<file path="src/hdl/tma_pkg.sv">
// Shared constants and types for the trailing moving average block.
// No dependencies; compiled first.
`timescale 1ns / 1ps

package tma_pkg;

  localparam int MaxWindowDef  = 32;
  localparam int SampleBitsDef = 16;
  localparam int CfgBits       = 6;
  localparam logic [CfgBits-1:0] WindowReset = CfgBits'(4);

  // Sequencer states, one-hot
  typedef enum logic [4:0] {
    StIdle  = 5'b00001,
    StSum   = 5'b00010,
    StDiv   = 5'b00100,
    StWrite = 5'b01000,
    StSpare = 5'b10000
  } tma_state_e;

endpackage

</file>
<file path="src/hdl/tma_if.sv">
// Valid/ready channel interfaces: sample input, result output, window config.
// Depends on tma_pkg for default widths.
`timescale 1ns / 1ps

interface tma_in_if #(
  parameter int SampleBits = tma_pkg::SampleBitsDef
);
  logic                         valid;
  logic                         ready;
  logic signed [SampleBits-1:0] sample;
  logic                         last_sample;

  modport source (output valid, output sample, output last_sample, input ready);
  modport sink   (input valid, input sample, input last_sample, output ready);
endinterface

interface tma_out_if #(
  parameter int SampleBits = tma_pkg::SampleBitsDef
);
  logic                         valid;
  logic                         ready;
  logic signed [SampleBits-1:0] average;
  logic                         is_passthrough;

  modport source (output valid, output average, output is_passthrough, input ready);
  modport sink   (input valid, input average, input is_passthrough, output ready);
endinterface

interface tma_cfg_if;
  logic                         valid;
  logic                         ready;
  logic [tma_pkg::CfgBits-1:0]  window_length;

  modport source (output valid, output window_length, input ready);
  modport sink   (input valid, input window_length, output ready);
endinterface

</file>
<file path="src/hdl/tma_ram.sv">
// Generic single-port RAM with registered read.
// No dependencies.
`timescale 1ns / 1ps

module tma_ram #(
  parameter int Width = 16,
  parameter int Depth = 32,
  localparam int AddrBits = (Depth > 1) ? $clog2(Depth) : 1
) (
  input  logic                clk_i,
  input  logic                we_i,
  input  logic                re_i,
  input  logic [AddrBits-1:0] addr_i,
  input  logic [Width-1:0]    wdata_i,
  output logic [Width-1:0]    rdata_o
);

  logic [Width-1:0] mem_q [Depth];
  logic [Width-1:0] rdata_q;

  always_ff @(posedge clk_i) begin
    if (we_i) begin
      mem_q[addr_i] <= wdata_i;
    end
    if (re_i) begin
      rdata_q <= mem_q[addr_i];
    end
  end

  assign rdata_o = rdata_q;

endmodule

</file>
<file path="src/hdl/tma_div.sv">
// Serial restoring divider, one quotient bit per cycle, unsigned operands.
// No dependencies.
`timescale 1ns / 1ps

module tma_div #(
  parameter int DividendBits = 21,
  parameter int DivisorBits  = 6,
  localparam int CntBits = $clog2(DividendBits + 1)
) (
  input  logic                    clk_i,
  input  logic                    rst_ni,
  input  logic                    start_i,
  input  logic [DividendBits-1:0] dividend_i,
  input  logic [DivisorBits-1:0]  divisor_i,
  output logic                    done_o,
  output logic [DividendBits-1:0] quotient_o
);

  logic                    busy_q, busy_d;
  logic                    done_q, done_d;
  logic [CntBits-1:0]      cnt_q, cnt_d;
  logic [DivisorBits-1:0]  rem_q, rem_d;
  logic [DivisorBits-1:0]  dsr_q, dsr_d;
  logic [DividendBits-1:0] quo_q, quo_d;
  logic [DivisorBits:0]    trial;
  logic [DivisorBits:0]    diff;
  logic                    ge;

  // shift in next dividend bit, subtract if it fits
  assign trial = {rem_q, quo_q[DividendBits-1]};
  assign ge    = trial >= {1'b0, dsr_q};
  assign diff  = trial - {1'b0, dsr_q};

  always_comb begin
    busy_d = busy_q;
    done_d = 1'b0;
    cnt_d  = cnt_q;
    rem_d  = rem_q;
    dsr_d  = dsr_q;
    quo_d  = quo_q;
    if (start_i) begin
      busy_d = 1'b1;
      cnt_d  = '0;
      rem_d  = '0;
      dsr_d  = divisor_i;
      quo_d  = dividend_i;
    end else if (busy_q) begin
      rem_d = ge ? diff[DivisorBits-1:0] : trial[DivisorBits-1:0];
      quo_d = {quo_q[DividendBits-2:0], ge};
      cnt_d = cnt_q + CntBits'(1);
      if (cnt_q == CntBits'(DividendBits - 1)) begin
        busy_d = 1'b0;
        done_d = 1'b1;
      end
    end
  end

  always_ff @(posedge clk_i or negedge rst_ni) begin
    if (!rst_ni) begin
      busy_q <= 1'b0;
      done_q <= 1'b0;
      cnt_q  <= '0;
    end else begin
      busy_q <= busy_d;
      done_q <= done_d;
      cnt_q  <= cnt_d;
    end
  end

  always_ff @(posedge clk_i) begin
    rem_q <= rem_d;
    dsr_q <= dsr_d;
    quo_q <= quo_d;
  end

  assign done_o     = done_q;
  assign quotient_o = quo_q;

endmodule

</file>
<file path="src/hdl/trailing_moving_average.sv">
// Top level of the trailing moving average: sequencer, sample history, output register.
// Depends on tma_pkg, tma_if, tma_ram and tma_div.
`timescale 1ns / 1ps

// Usage:
//   in_i   : sample words (signed Q1.15 sample, last_sample marks block end).
//   out_o  : one result word per sample (average, is_passthrough).
//   cfg_i  : window_length, always ready; write only while the block is idle.
// While fewer than window_length samples of the current block have been seen,
// the sample is passed through. After that the result is the mean of the
// preceding window_length samples, truncated toward zero.
// A passthrough word goes from acceptance through the write step into the output
// register. A mean passes the sum step (one RAM read per cycle, then the last
// read drains and the divider starts), the serial divider and the write step
// before it reaches the output register; the next sample is taken only after
// the write step has returned the sequencer to idle.
// One sample is in flight at a time; in_i.ready is high only when idle.
// The output register frees the input side: a new sample is accepted while a
// result waits; if the receiver stalls, the next result holds in the write
// step until the register drains. Reset empties the history (by clearing the
// fill count and write pointer; no clearing pass) and sets window_length to 4.
module trailing_moving_average #(
  parameter int MaxWindow  = tma_pkg::MaxWindowDef,
  parameter int SampleBits = tma_pkg::SampleBitsDef
) (
  input  logic      clk_i,
  input  logic      rst_ni,
  tma_in_if.sink    in_i,
  tma_out_if.source out_o,
  tma_cfg_if.sink   cfg_i
);

  import tma_pkg::*;

  localparam int WinBits  = $clog2(MaxWindow + 1);
  localparam int AddrBits = (MaxWindow > 1) ? $clog2(MaxWindow) : 1;
  localparam int SumBits  = SampleBits + $clog2(MaxWindow);

  tma_state_e state_q, state_d;

  logic [CfgBits-1:0]        win_cfg_q;
  logic [31:0]               win_wide;
  logic [WinBits-1:0]        win_eff;
  logic [WinBits-1:0]        seen_q, seen_d;
  logic [AddrBits-1:0]       wp_q, wp_d;
  logic [AddrBits-1:0]       rd_addr_q, rd_addr_d;
  logic [WinBits-1:0]        issued_q, issued_d;
  logic                      pend_q, pend_d;
  logic signed [SumBits-1:0] acc_q, acc_d;
  logic signed [SampleBits-1:0] smp_q, smp_d;
  logic                      last_q, last_d;
  logic                      neg_q, neg_d;
  logic signed [SampleBits-1:0] res_q, res_d;
  logic                      pass_q, pass_d;
  logic                      ovalid_q, ovalid_d;
  logic signed [SampleBits-1:0] oavg_q, oavg_d;
  logic                      opass_q, opass_d;

  logic                      out_free;
  logic                      issue;
  logic                      ram_we, ram_re;
  logic [AddrBits-1:0]       ram_addr;
  logic [SampleBits-1:0]     ram_rdata;
  logic                      div_start, div_done;
  logic [SumBits-1:0]        div_dividend;
  logic [SumBits-1:0]        div_quot;
  logic [SumBits-1:0]        quot_signed;

  // window length: zero means one, clipped to the history depth
  always_comb begin
    if (win_cfg_q == '0) begin
      win_wide = 32'd1;
    end else if (32'(win_cfg_q) > 32'(MaxWindow)) begin
      win_wide = 32'(MaxWindow);
    end else begin
      win_wide = 32'(win_cfg_q);
    end
  end
  assign win_eff = win_wide[WinBits-1:0];

  assign out_free = !ovalid_q || out_o.ready;
  assign issue    = (state_q == StSum) && (issued_q != win_eff);

  assign div_dividend = acc_q[SumBits-1] ? SumBits'(-acc_q) : SumBits'(acc_q);
  assign quot_signed  = neg_q ? -div_quot : div_quot;

  always_comb begin
    state_d   = state_q;
    seen_d    = seen_q;
    wp_d      = wp_q;
    rd_addr_d = rd_addr_q;
    issued_d  = issued_q;
    pend_d    = 1'b0;
    acc_d     = acc_q;
    smp_d     = smp_q;
    last_d    = last_q;
    neg_d     = neg_q;
    res_d     = res_q;
    pass_d    = pass_q;
    ovalid_d  = ovalid_q && !out_o.ready;
    oavg_d    = oavg_q;
    opass_d   = opass_q;
    div_start = 1'b0;
    ram_we    = 1'b0;
    ram_re    = 1'b0;
    ram_addr  = rd_addr_q;

    unique case (state_q)
      StIdle: begin
        if (in_i.valid) begin
          smp_d  = in_i.sample;
          last_d = in_i.last_sample;
          if (seen_q < win_eff) begin
            res_d   = in_i.sample;
            pass_d  = 1'b1;
            state_d = StWrite;
          end else begin
            pass_d    = 1'b0;
            acc_d     = '0;
            issued_d  = '0;
            rd_addr_d = (wp_q == '0) ? AddrBits'(MaxWindow - 1) : wp_q - AddrBits'(1);
            state_d   = StSum;
          end
        end
      end
      StSum: begin
        // one read issued per cycle, data summed in the cycle after the read
        if (issue) begin
          ram_re    = 1'b1;
          pend_d    = 1'b1;
          issued_d  = issued_q + WinBits'(1);
          rd_addr_d = (rd_addr_q == '0) ? AddrBits'(MaxWindow - 1)
                                        : rd_addr_q - AddrBits'(1);
        end
        if (pend_q) begin
          acc_d = acc_q + SumBits'($signed(ram_rdata));
        end
        if (!issue && !pend_q) begin
          div_start = 1'b1;
          neg_d     = acc_q[SumBits-1];
          state_d   = StDiv;
        end
      end
      StDiv: begin
        if (div_done) begin
          res_d   = quot_signed[SampleBits-1:0];
          state_d = StWrite;
        end
      end
      StWrite: begin
        ram_addr = wp_q;
        if (out_free) begin
          ram_we   = 1'b1;
          ovalid_d = 1'b1;
          oavg_d   = res_q;
          opass_d  = pass_q;
          if (last_q) begin
            wp_d   = '0;
            seen_d = '0;
          end else begin
            wp_d = (wp_q == AddrBits'(MaxWindow - 1)) ? '0 : wp_q + AddrBits'(1);
            if (seen_q != WinBits'(MaxWindow)) begin
              seen_d = seen_q + WinBits'(1);
            end
          end
          state_d = StIdle;
        end
      end
      default: begin
        state_d = StIdle;
      end
    endcase
  end

  always_ff @(posedge clk_i or negedge rst_ni) begin
    if (!rst_ni) begin
      state_q   <= StIdle;
      win_cfg_q <= WindowReset;
      seen_q    <= '0;
      wp_q      <= '0;
      issued_q  <= '0;
      pend_q    <= 1'b0;
      ovalid_q  <= 1'b0;
    end else begin
      state_q  <= state_d;
      seen_q   <= seen_d;
      wp_q     <= wp_d;
      issued_q <= issued_d;
      pend_q   <= pend_d;
      ovalid_q <= ovalid_d;
      if (cfg_i.valid) begin
        win_cfg_q <= cfg_i.window_length;
      end
    end
  end

  always_ff @(posedge clk_i) begin
    rd_addr_q <= rd_addr_d;
    acc_q     <= acc_d;
    smp_q     <= smp_d;
    last_q    <= last_d;
    neg_q     <= neg_d;
    res_q     <= res_d;
    pass_q    <= pass_d;
    oavg_q    <= oavg_d;
    opass_q   <= opass_d;
  end

  tma_ram #(
    .Width (SampleBits),
    .Depth (MaxWindow)
  ) u_hist (
    .clk_i   (clk_i),
    .we_i    (ram_we),
    .re_i    (ram_re),
    .addr_i  (ram_addr),
    .wdata_i (smp_q),
    .rdata_o (ram_rdata)
  );

  tma_div #(
    .DividendBits (SumBits),
    .DivisorBits  (WinBits)
  ) u_div (
    .clk_i      (clk_i),
    .rst_ni     (rst_ni),
    .start_i    (div_start),
    .dividend_i (div_dividend),
    .divisor_i  (win_eff),
    .done_o     (div_done),
    .quotient_o (div_quot)
  );

  assign in_i.ready           = (state_q == StIdle);
  assign cfg_i.ready          = 1'b1;
  assign out_o.valid          = ovalid_q;
  assign out_o.average        = oavg_q;
  assign out_o.is_passthrough = opass_q;

endmodule

</file>
<file path="src/flat_wrapper.sv">
// flat-port wrapper written by rule: the top's interface ports become plain ports
module trailing_moving_average_flat import tma_pkg::*;
#(
  parameter int MaxWindow  = tma_pkg::MaxWindowDef,
  parameter int SampleBits = tma_pkg::SampleBitsDef
)
  (clk_i, rst_ni, in_i_valid, in_i_sample, in_i_last_sample, in_i_ready, out_o_valid, out_o_average, out_o_is_passthrough, out_o_ready, cfg_i_valid, cfg_i_window_length, cfg_i_ready);
  tma_in_if #(.SampleBits(SampleBits)) in_i_i ();
  tma_out_if #(.SampleBits(SampleBits)) out_o_i ();
  tma_cfg_if cfg_i_i ();
  input  logic clk_i;
  input  logic rst_ni;
  input wire logic [$bits(in_i_i.valid)-1:0] in_i_valid;
  input wire logic [$bits(in_i_i.sample)-1:0] in_i_sample;
  input wire logic [$bits(in_i_i.last_sample)-1:0] in_i_last_sample;
  output wire logic [$bits(in_i_i.ready)-1:0] in_i_ready;
  output wire logic [$bits(out_o_i.valid)-1:0] out_o_valid;
  output wire logic [$bits(out_o_i.average)-1:0] out_o_average;
  output wire logic [$bits(out_o_i.is_passthrough)-1:0] out_o_is_passthrough;
  input wire logic [$bits(out_o_i.ready)-1:0] out_o_ready;
  input wire logic [$bits(cfg_i_i.valid)-1:0] cfg_i_valid;
  input wire logic [$bits(cfg_i_i.window_length)-1:0] cfg_i_window_length;
  output wire logic [$bits(cfg_i_i.ready)-1:0] cfg_i_ready;
  assign in_i_i.valid = in_i_valid;
  assign in_i_i.sample = in_i_sample;
  assign in_i_i.last_sample = in_i_last_sample;
  assign in_i_ready = in_i_i.ready;
  assign out_o_valid = out_o_i.valid;
  assign out_o_average = out_o_i.average;
  assign out_o_is_passthrough = out_o_i.is_passthrough;
  assign out_o_i.ready = out_o_ready;
  assign cfg_i_i.valid = cfg_i_valid;
  assign cfg_i_i.window_length = cfg_i_window_length;
  assign cfg_i_ready = cfg_i_i.ready;
  trailing_moving_average #(.MaxWindow(MaxWindow), .SampleBits(SampleBits)) u_core (.clk_i(clk_i), .rst_ni(rst_ni), .in_i(in_i_i), .out_o(out_o_i), .cfg_i(cfg_i_i));
endmodule
</file>
<file path="config.mk">
export PLATFORM = sky130hd
export DESIGN_NAME = trailing_moving_average_flat
export DESIGN_NICKNAME = d
export VERILOG_FILES = /design/src/hdl/tma_pkg.sv /design/src/hdl/tma_if.sv /design/src/hdl/tma_ram.sv /design/src/hdl/tma_div.sv /design/src/hdl/trailing_moving_average.sv /design/src/flat_wrapper.sv
export SDC_FILE = /design/constraint.sdc
export NUM_CORES = 1
export LEC_CHECK = 0
export BUFFER_PORTS_ARGS = -buffer_cell sky130_fd_sc_hd__buf_2
export CORE_ASPECT_RATIO = 0.5
export CORE_MARGIN = 5
export CORE_UTILIZATION = 42
export CTS_BUF_LIST = sky130_fd_sc_hd__clkbuf_2 sky130_fd_sc_hd__clkbuf_4 sky130_fd_sc_hd__clkbuf_8
export DETAILED_ROUTE_END_ITERATION = 12
export GPL_TIMING_DRIVEN = 1
export PLACE_DENSITY = 0.66
export SLEW_MARGIN = 5
export SYNTH_ARGS = -nofsm -noshare
export SYNTH_HDL_FRONTEND = slang
export SYNTH_SLANG_ARGS = --single-unit
</file>
<file path="constraint.sdc">
create_clock -name clk_i -period 8.6 [get_ports clk_i]
set_clock_uncertainty 0.05 [all_clocks]
set_input_delay 0.86 -clock clk_i [delete_from_list [all_inputs] [get_ports clk_i]]
set_output_delay 0.86 -clock clk_i [all_outputs]
set_load 0.005 [all_outputs]
</file>
; ---- Word level (Yosys, flattened, before mapping)
; Memories as Yosys holds them, arrays and structs flattened. A register that Yosys moved wholly into a read port is not among the register bits.
; Cells that the tools add are included.
[classes]
n_addsub = 10
order_cmp = 3
n_eq_ne = 16
n_mux = 55
n_reduce_logical = 23
[ops]
columns = operator, count
row1 = $mux W21, 6
row2 = $mux W5, 14
row3 = $mux W16, 4
row4 = $mux W6, 8
row5 = $pmux W21 S2, 1
row6 = $pmux W16 S2, 1
row7 = $add A21 B16 Y21, 1
row8 = $neg A21 Y21, 1
row9 = $pmux W5 S4, 1
row10 = $mux W1, 17
row11 = $neg A16 Y16, 1
row12 = $reduce_and A4 Y1, 4
row13 = $add A6 B1 Y6 const B, 2
row14 = $pmux W6 S2, 1
row15 = $add A5 B1 Y5 const B, 2
row16 = $eq A5 B5 Y1 const B, 2
row17 = $logic_not A5 Y1, 2
row18 = $pmux W5 S2, 1
row19 = $sub A5 B1 Y5 const B, 2
row20 = $ne A2 B1 Y1 const B, 4
row21 = $ne A2 B2 Y1 const B, 4
row22 = $reduce_bool A2 Y1, 4
row23 = $ge A7 B6 Y1, 1
row24 = $gt A6 B6 Y1 const B, 1
row25 = other kinds (15), 22
[word_totals]
regBits = 148
ramBits = 512
in_bits = 28
out_inout_bits = 20
elab_cells = 130
memories = 1
[mem_list]
columns = name, words, width, rd, rd_ports_with_merged_regs, wr, line_no
row1 = u_core.u_hist.mem_q, 32, 16, 1, 1, 1, tma_ram.sv:18  ; logic [Width-1:0] mem_q [Depth];

; ---- Depth between registers and ports, before layout
[depth]
ltp_word = 10
mapped_depth = 11
ltp_nobuf = 10

; ---- By module
; A second synthesis with hierarchy kept.
[hier_totals]
hier_cells = 1834
hier_area_um2 = 28406.0
[by_module_without_submodules]
columns = mod, n_inst, cells_per_inst, area_per_inst_um2, seq_area_each_um2
row1 = tma_ram, 1, 1086, 20219.4, 15855.2
row2 = trailing_moving_average, 1, 592, 6206.0, 3070.4
row3 = tma_div, 1, 156, 1980.6, 1106.1

; ---- Least setup slack after synthesis
; No wires, ideal clock.
[synth_path]
kind = input to register
from = input port in_i_valid
to = register u_core.acc_q[0] (enable)
setup_time_ps = 378
arrival_ps = 3189
t_required_ps = 8172
slack_ps = 4983
path_stages = 4
n_path_buf = 0
cell_sequence = nand3b_1 > nor3_1 > nand2_1 > nand2_1
[synth_via]
elab_chain_len = 2
[synth_lines]
columns = item, line_no
row1 = start: declaration, flat_wrapper.sv:13  ; input wire logic [$bits(in_i_i.valid)-1:0] in_i_valid;
row2 = $ne A2 B2 Y1 (no line), -
row3 = $reduce_and A4 Y1 (no line), -
row4 = end signal: assignment, trailing_moving_average.sv:199  ; acc_q <= acc_d;
row5 = end: declaration, trailing_moving_average.sv:49  ; logic signed [SumBits-1:0] acc_q, acc_d;
; No other way between the ends.
; A chain may end at the register's enable or synchronous reset.

; ---- Worst setup path in the final report
[layout_path]
from = register u_core.state_q[1]
to = memory u_core.u_hist.mem_q[4][0] (enable)
[layout_via]
elab_chain_len = 4
elab_cells_between_ends = 5
classes_between = eq/ne: 1 / mux: 4
[layout_lines]
columns = item, line_no
row1 = start: declaration, trailing_moving_average.sv:39  ; tma_state_e state_q, state_d;
row2 = start signal: assignment, trailing_moving_average.sv:177  ; state_q <= StIdle;
row3 = start signal: assignment, trailing_moving_average.sv:185  ; state_q <= state_d;
row4 = $eq A5 B4 Y1 (*), trailing_moving_average.sv:108  ; unique case (state_q)
row5 = $mux W1, trailing_moving_average.sv:108
row6 = $mux W1, tma_ram.sv:22  ; if (we_i) begin
row7 = $mux W1 (not written as such), tma_ram.sv:23  ; mem_q[addr_i] <= wdata_i;
row8 = end: declaration, tma_ram.sv:18
; Mark *: on every way between the ends. The rest lies on a longest branch, timed or not.

==> impl_metrics.prom <==
# TYPE chip_impl_metric gauge
chip_impl_metric{name="globalRoute.totalOverflow",unit=""} 0
chip_impl_metric{name="vias_post_dr",unit=""} 16600
chip_impl_metric{name="proportion_of_layout_cells_with_a_drive_suffix_above_1",unit="%"} 15.1
chip_impl_info{name="worst-setup-path-type",value="flip-flop to flip-flop"} 1
chip_impl_metric{name="dieWidth",unit="µm"} 377
chip_impl_info{name="yosys.cell_count.top_type",value="edfxtp_1"} 1
chip_impl_info{name="critical_path.startpoint_type",value="flip-flop"} 1
chip_impl_metric{name="wire_length_of_the_first_global_routing_pass",unit="mm"} 104
chip_impl_metric{name="nNetsFinal",unit=""} 2056
chip_impl_metric{name="synth_top_area_share",unit="%"} 67.3
chip_impl_metric{name="clkPwrFrac",unit="%"} 28.3
chip_impl_metric{name="clockBufferDepth",unit=""} 3
chip_impl_metric{name="crit_fanout",unit=""} 136
chip_impl_metric{name="critical_path_required",unit="ns"} 8.94
chip_impl_metric{name="clkLatencyLatePin",unit="ns"} 0.72
chip_impl_metric{name="synthSimpleGateAreaFrac",unit="%"} 7.43
chip_impl_metric{name="static_leakage",unit="nW"} 11.2
chip_impl_metric{name="cts_repair_resize_count",unit=""} 0
chip_impl_metric{name="async_reset_ff_share",unit="%"} 5.33
chip_impl_info{name="ys_top_cells_by_count",value="633 x edfxtp_1, 202 x mux2i_1, 171 x nand2_1, 94 x o22ai_1, 83 x nor2_1"} 1
chip_impl_metric{name="route.antenna.remaining_nets",unit=""} 0
chip_impl_info{name="worst_hold_path_type",value="input pin to asynchronous set/reset pin"} 1
chip_impl_metric{name="routedWlPerCell",unit="µm"} 23.8
chip_impl_metric{name="synth_xor_area_share",unit="%"} 1.95
chip_impl_metric{name="htree_levels",unit=""} 3
chip_impl_metric{name="final.period_utilization",unit="%"} 59.3
chip_impl_info{name="cts_tree",value="yes"} 1
chip_impl_metric{name="grt.total_usage",unit="%"} 19.0
chip_impl_metric{name="number_of_standard_cell_rows_in_the_floorplan",unit=""} 67
chip_impl_metric{name="design_area",unit="mm²"} 0.0315
chip_impl_metric{name="final_critical_path_setup_slack",unit="ns"} 3.50
chip_impl_info{name="rsz0062_at_grt",value="false"} 1
chip_impl_metric{name="ctsHoldBuffers",unit=""} 0
chip_impl_metric{name="synth.mux.area_fraction",unit="%"} 9.20
chip_impl_metric{name="grt_start_max_net_pins",unit=""} 137
chip_impl_metric{name="worst-r2r-cell-count",unit=""} 7
chip_impl_metric{name="dp_hpwl",unit="mm"} 44.2
chip_impl_metric{name="yosys_warnings",unit=""} 0
chip_impl_metric{name="finalCriticalPeriod",unit="ns"} 5.10
chip_impl_metric{name="count_of_endpoints_failing_hold_in_the_final_timing_report",unit=""} 0
chip_impl_metric{name="postCtsSetupBuffers",unit=""} 0
chip_impl_info{name="dominant_combinational_cell_family_by_area_after_synthesis",value="multiplexers"} 1
chip_impl_metric{name="post_drt_via_cell_ratio",unit=""} 5.60
chip_impl_metric{name="finalMaxSlewViolations",unit=""} 0
chip_impl_metric{name="r2r_slack",unit="ns"} 3.50
chip_impl_metric{name="core_region_area",unit="mm²"} 0.0667
chip_impl_info{name="outcome",value="finished clean"} 1
chip_impl_metric{name="detailed_place.area",unit="mm²"} 0.0296
chip_impl_metric{name="achievable-frequency",unit="GHz"} 0.196
chip_impl_metric{name="clkSlewWorstSetupHoldPaths",unit="ns"} 0.07
chip_impl_metric{name="cts-buffers-inserted",unit=""} 99
chip_impl_metric{name="boundaryPins",unit=""} 48
chip_impl_metric{name="initial_core_util",unit="%"} 42.3
chip_impl_metric{name="tightestPinTransition",unit="ns"} 1.34
chip_impl_metric{name="synth_compound_gate_area_share",unit="%"} 6.44
chip_impl_metric{name="dieArea",unit="mm²"} 0.0728
chip_impl_metric{name="num_antenna_cells",unit=""} 0
chip_impl_metric{name="grt_antenna_before_repair",unit=""} 1
chip_impl_metric{name="chipHeight",unit="µm"} 193
chip_impl_metric{name="p_switching",unit="mW"} 2.85
chip_impl_metric{name="design_power_total",unit="mW"} 8.93
chip_impl_metric{name="wl",unit="mm"} 70.5
chip_impl_metric{name="sequentialPowerShare",unit="%"} 48.5
chip_impl_info{name="synth_largest_area_cell",value="edfxtp_1"} 1
chip_impl_info{name="synthFlopType",value="edfxtp_1"} 1
chip_impl_metric{name="ys_ff_latch",unit=""} 675
chip_impl_metric{name="synth-edff-count",unit=""} 633
chip_impl_metric{name="average_footprint_of_a_synthesized_cell",unit="µm²"} 15.1
chip_impl_metric{name="setup-violations-final",unit=""} 0
chip_impl_metric{name="synth_adder_area_share",unit="%"} 2.00
chip_impl_metric{name="max_cap_viol_count",unit=""} 0
chip_impl_metric{name="postLayoutCoreUtil",unit="%"} 47.3
chip_impl_metric{name="drt-initial-drc-count",unit=""} 2071
chip_impl_metric{name="synth_fp_nets",unit=""} 1940
chip_impl_metric{name="p_comb_share",unit="%"} 23.2
chip_impl_metric{name="drc",unit=""} 0
chip_impl_metric{name="power_density_normalized_to_cell_area",unit="mW/mm²"} 283
chip_impl_metric{name="dp_worst_setup_slack",unit="ns"} 3.56
chip_impl_info{name="r2r-end",value="u_core.u_hist.mem_q[4][0]$_DFFE_PP_"} 1
chip_impl_metric{name="synth-seq-area-share",unit="%"} 71.0
chip_impl_metric{name="number_of_library_cell_types_mapped_by_synthesis",unit=""} 71
chip_impl_metric{name="max_slew_margin",unit="%"} 10.4
chip_impl_metric{name="dr.pass1.iters",unit=""} 6
chip_impl_metric{name="synthCells",unit=""} 1868
chip_impl_metric{name="netSwitchingFraction",unit="%"} 31.9
chip_impl_info{name="synth_area_leaders",value="edfxtp_1 67%, mux2i_1 7.2%, dfrtp_1 3.0%"} 1
chip_impl_info{name="clock-root-buffer",value="clkbuf_8"} 1
chip_impl_metric{name="clock_sinks",unit=""} 675
chip_impl_info{name="r2r_start",value="u_core.state_q[1]$_DFFE_PN0P_"} 1
chip_impl_metric{name="finalSetupTns",unit="ns"} 0
chip_impl_metric{name="arrival",unit="ns"} 5.44
chip_impl_metric{name="cellInternalPower",unit="mW"} 6.09
chip_impl_metric{name="synthesis.area",unit="mm²"} 0.0282
chip_impl_metric{name="power.ir.vdd_worst",unit="mV"} 0.217
chip_impl_metric{name="io_buffer_count",unit=""} 46
chip_impl_metric{name="globalplace.congestion",unit=""} 0.874
chip_impl_info{name="crit_path_end_kind",value="flip-flop"} 1
chip_impl_metric{name="syn_to_final_growth",unit="%"} 11.7
chip_impl_metric{name="first_global_vias",unit=""} 16000
-- flip-flops by register name (all words and copies together), names as in the netlist, 16 cells and up --
| register | count |
|---|---|
| u_core.u_div.quotient_o | 21 |
| u_core.out_o.average | 16 |
| u_core.smp_q | 16 |
| u_core.u_hist.rdata_o | 16 |
| u_core.u_hist.mem_q | 512 |
| u_core.acc_q | 21 |
| u_core.res_q | 16 |
-- worst max-delay path by stage --
stage                                              from                               endpoint  slack [ns]
after floorplan                              in_i_valid          u_core.acc_q[0]$_SDFFCE_PN0P_        4.98
after global placement    u_core.state_q[1]$_DFFE_PN0P_   u_core.u_hist.mem_q[28][1]$_DFFE_PP_        3.73
after detailed placement  u_core.state_q[1]$_DFFE_PN0P_  u_core.u_hist.mem_q[14][10]$_DFFE_PP_        3.56
after CTS                 u_core.state_q[1]$_DFFE_PN0P_  u_core.u_hist.mem_q[14][11]$_DFFE_PP_        3.56
after global routing      u_core.state_q[1]$_DFFE_PN0P_  u_core.u_hist.mem_q[14][12]$_DFFE_PP_        3.32
final                     u_core.state_q[1]$_DFFE_PN0P_    u_core.u_hist.mem_q[4][0]$_DFFE_PP_        3.50
-- logic make-up after synthesis --
group | Yosys count
compound gates | 294
xor+xnor | 63
fa+ha+maj | 44
buf+inv | 122
flops | 675
mux | 231
other cells | 1
simple gates | 438
-- per-layer routing --
metal	global-route usage (%)	vias up	share of wire (%)
li1	-	7468	-
met1	26.8	8227	43
met2	28.8	771	45
met3	6.41	97	10
met4	4.13	2	1.7
met5	0	-	0.018
-- critical path, cell delays in order, from the launching register on --
cell and delay, ns:
dfrtp_1 0.50, nor4b_4 0.89, nor2_1 0.21, a21oi_4 0.55, buf_12 0.63, nand3_1 0.58
nor2_1 0.80, buf_4 0.36
-- through the flow --
| stage | hold slack, ns | cells |
|---|---|---|
| after floorplan | 0.350 | 1868 |
| after detailed placement | 0.356 | 2780 |
| after CTS | 0.181 | 2960 |
| after global placement | 0.352 | 2780 |
| final | 0.214 | 2960 |
| after global routing | 0.246 | 2960 |
-- layout by cell type, fill, tap and decap left out, types with 5 or more instances in the layout --
cell       synthesis  final
a2111oi_0          5      5
a21o_1             6      6
a21oi_1           49     48
a31oi_1            8      7
and2_1             5      5
and3_1            12     12
buf_2             34     46
buf_4             16     46
clkbuf_4           0     33
clkbuf_8           0    100
clkinv_1           0     24
clkinv_2           0     14
dfrtp_1           34     34
dfxtp_1            6      6
edfxtp_1         633    633
ha_1              42     42
inv_1             43     43
mux2_2             7      7
mux2i_1          202    202
mux4_2            22     22
nand2_1          171    171
nand2b_1          15     15
nand3_1           44     44
nand3b_1           8      8
nand4_1            7      7
nor2_1            83     70
nor2_2             0     13
nor2b_1           10     10
nor3_1            19     17
nor4_1            32     32
o21a_1             6      6
o21ai_0           80     80
o22ai_1           94     94
o31ai_1           12     12
or3_1             12     12
or4_1              5      5
xnor2_1           21     21
xor2_1            42     42
-- cell type report --
| type | instances | area [µm²] |
|---|---|---|
| Sequential cell | 675 | 20000 |
| Fill cell | 5776 | 35200 |
| Inverter | 43 | 161 |
| Clock buffer | 133 | 1620 |
| Tap cell | 897 | 1120 |
| Timing Repair Buffer | 94 | 616 |
| Multi-Input combinational cell | 1071 | 7690 |
| Clock inverter | 47 | 294 |
-- power groups by stage --
stage               combinational, mW  sequential, mW  clock, mW
CTS                              2.04            4.33       2.58
floorplan                        1.40            4.30          0
finish                           2.07            4.34       2.53
global route                     2.23            4.37       2.73
detailed placement               2.04            4.40          0
global placement                 2.00            4.39          0
Power figures use the tool's default switching activity.
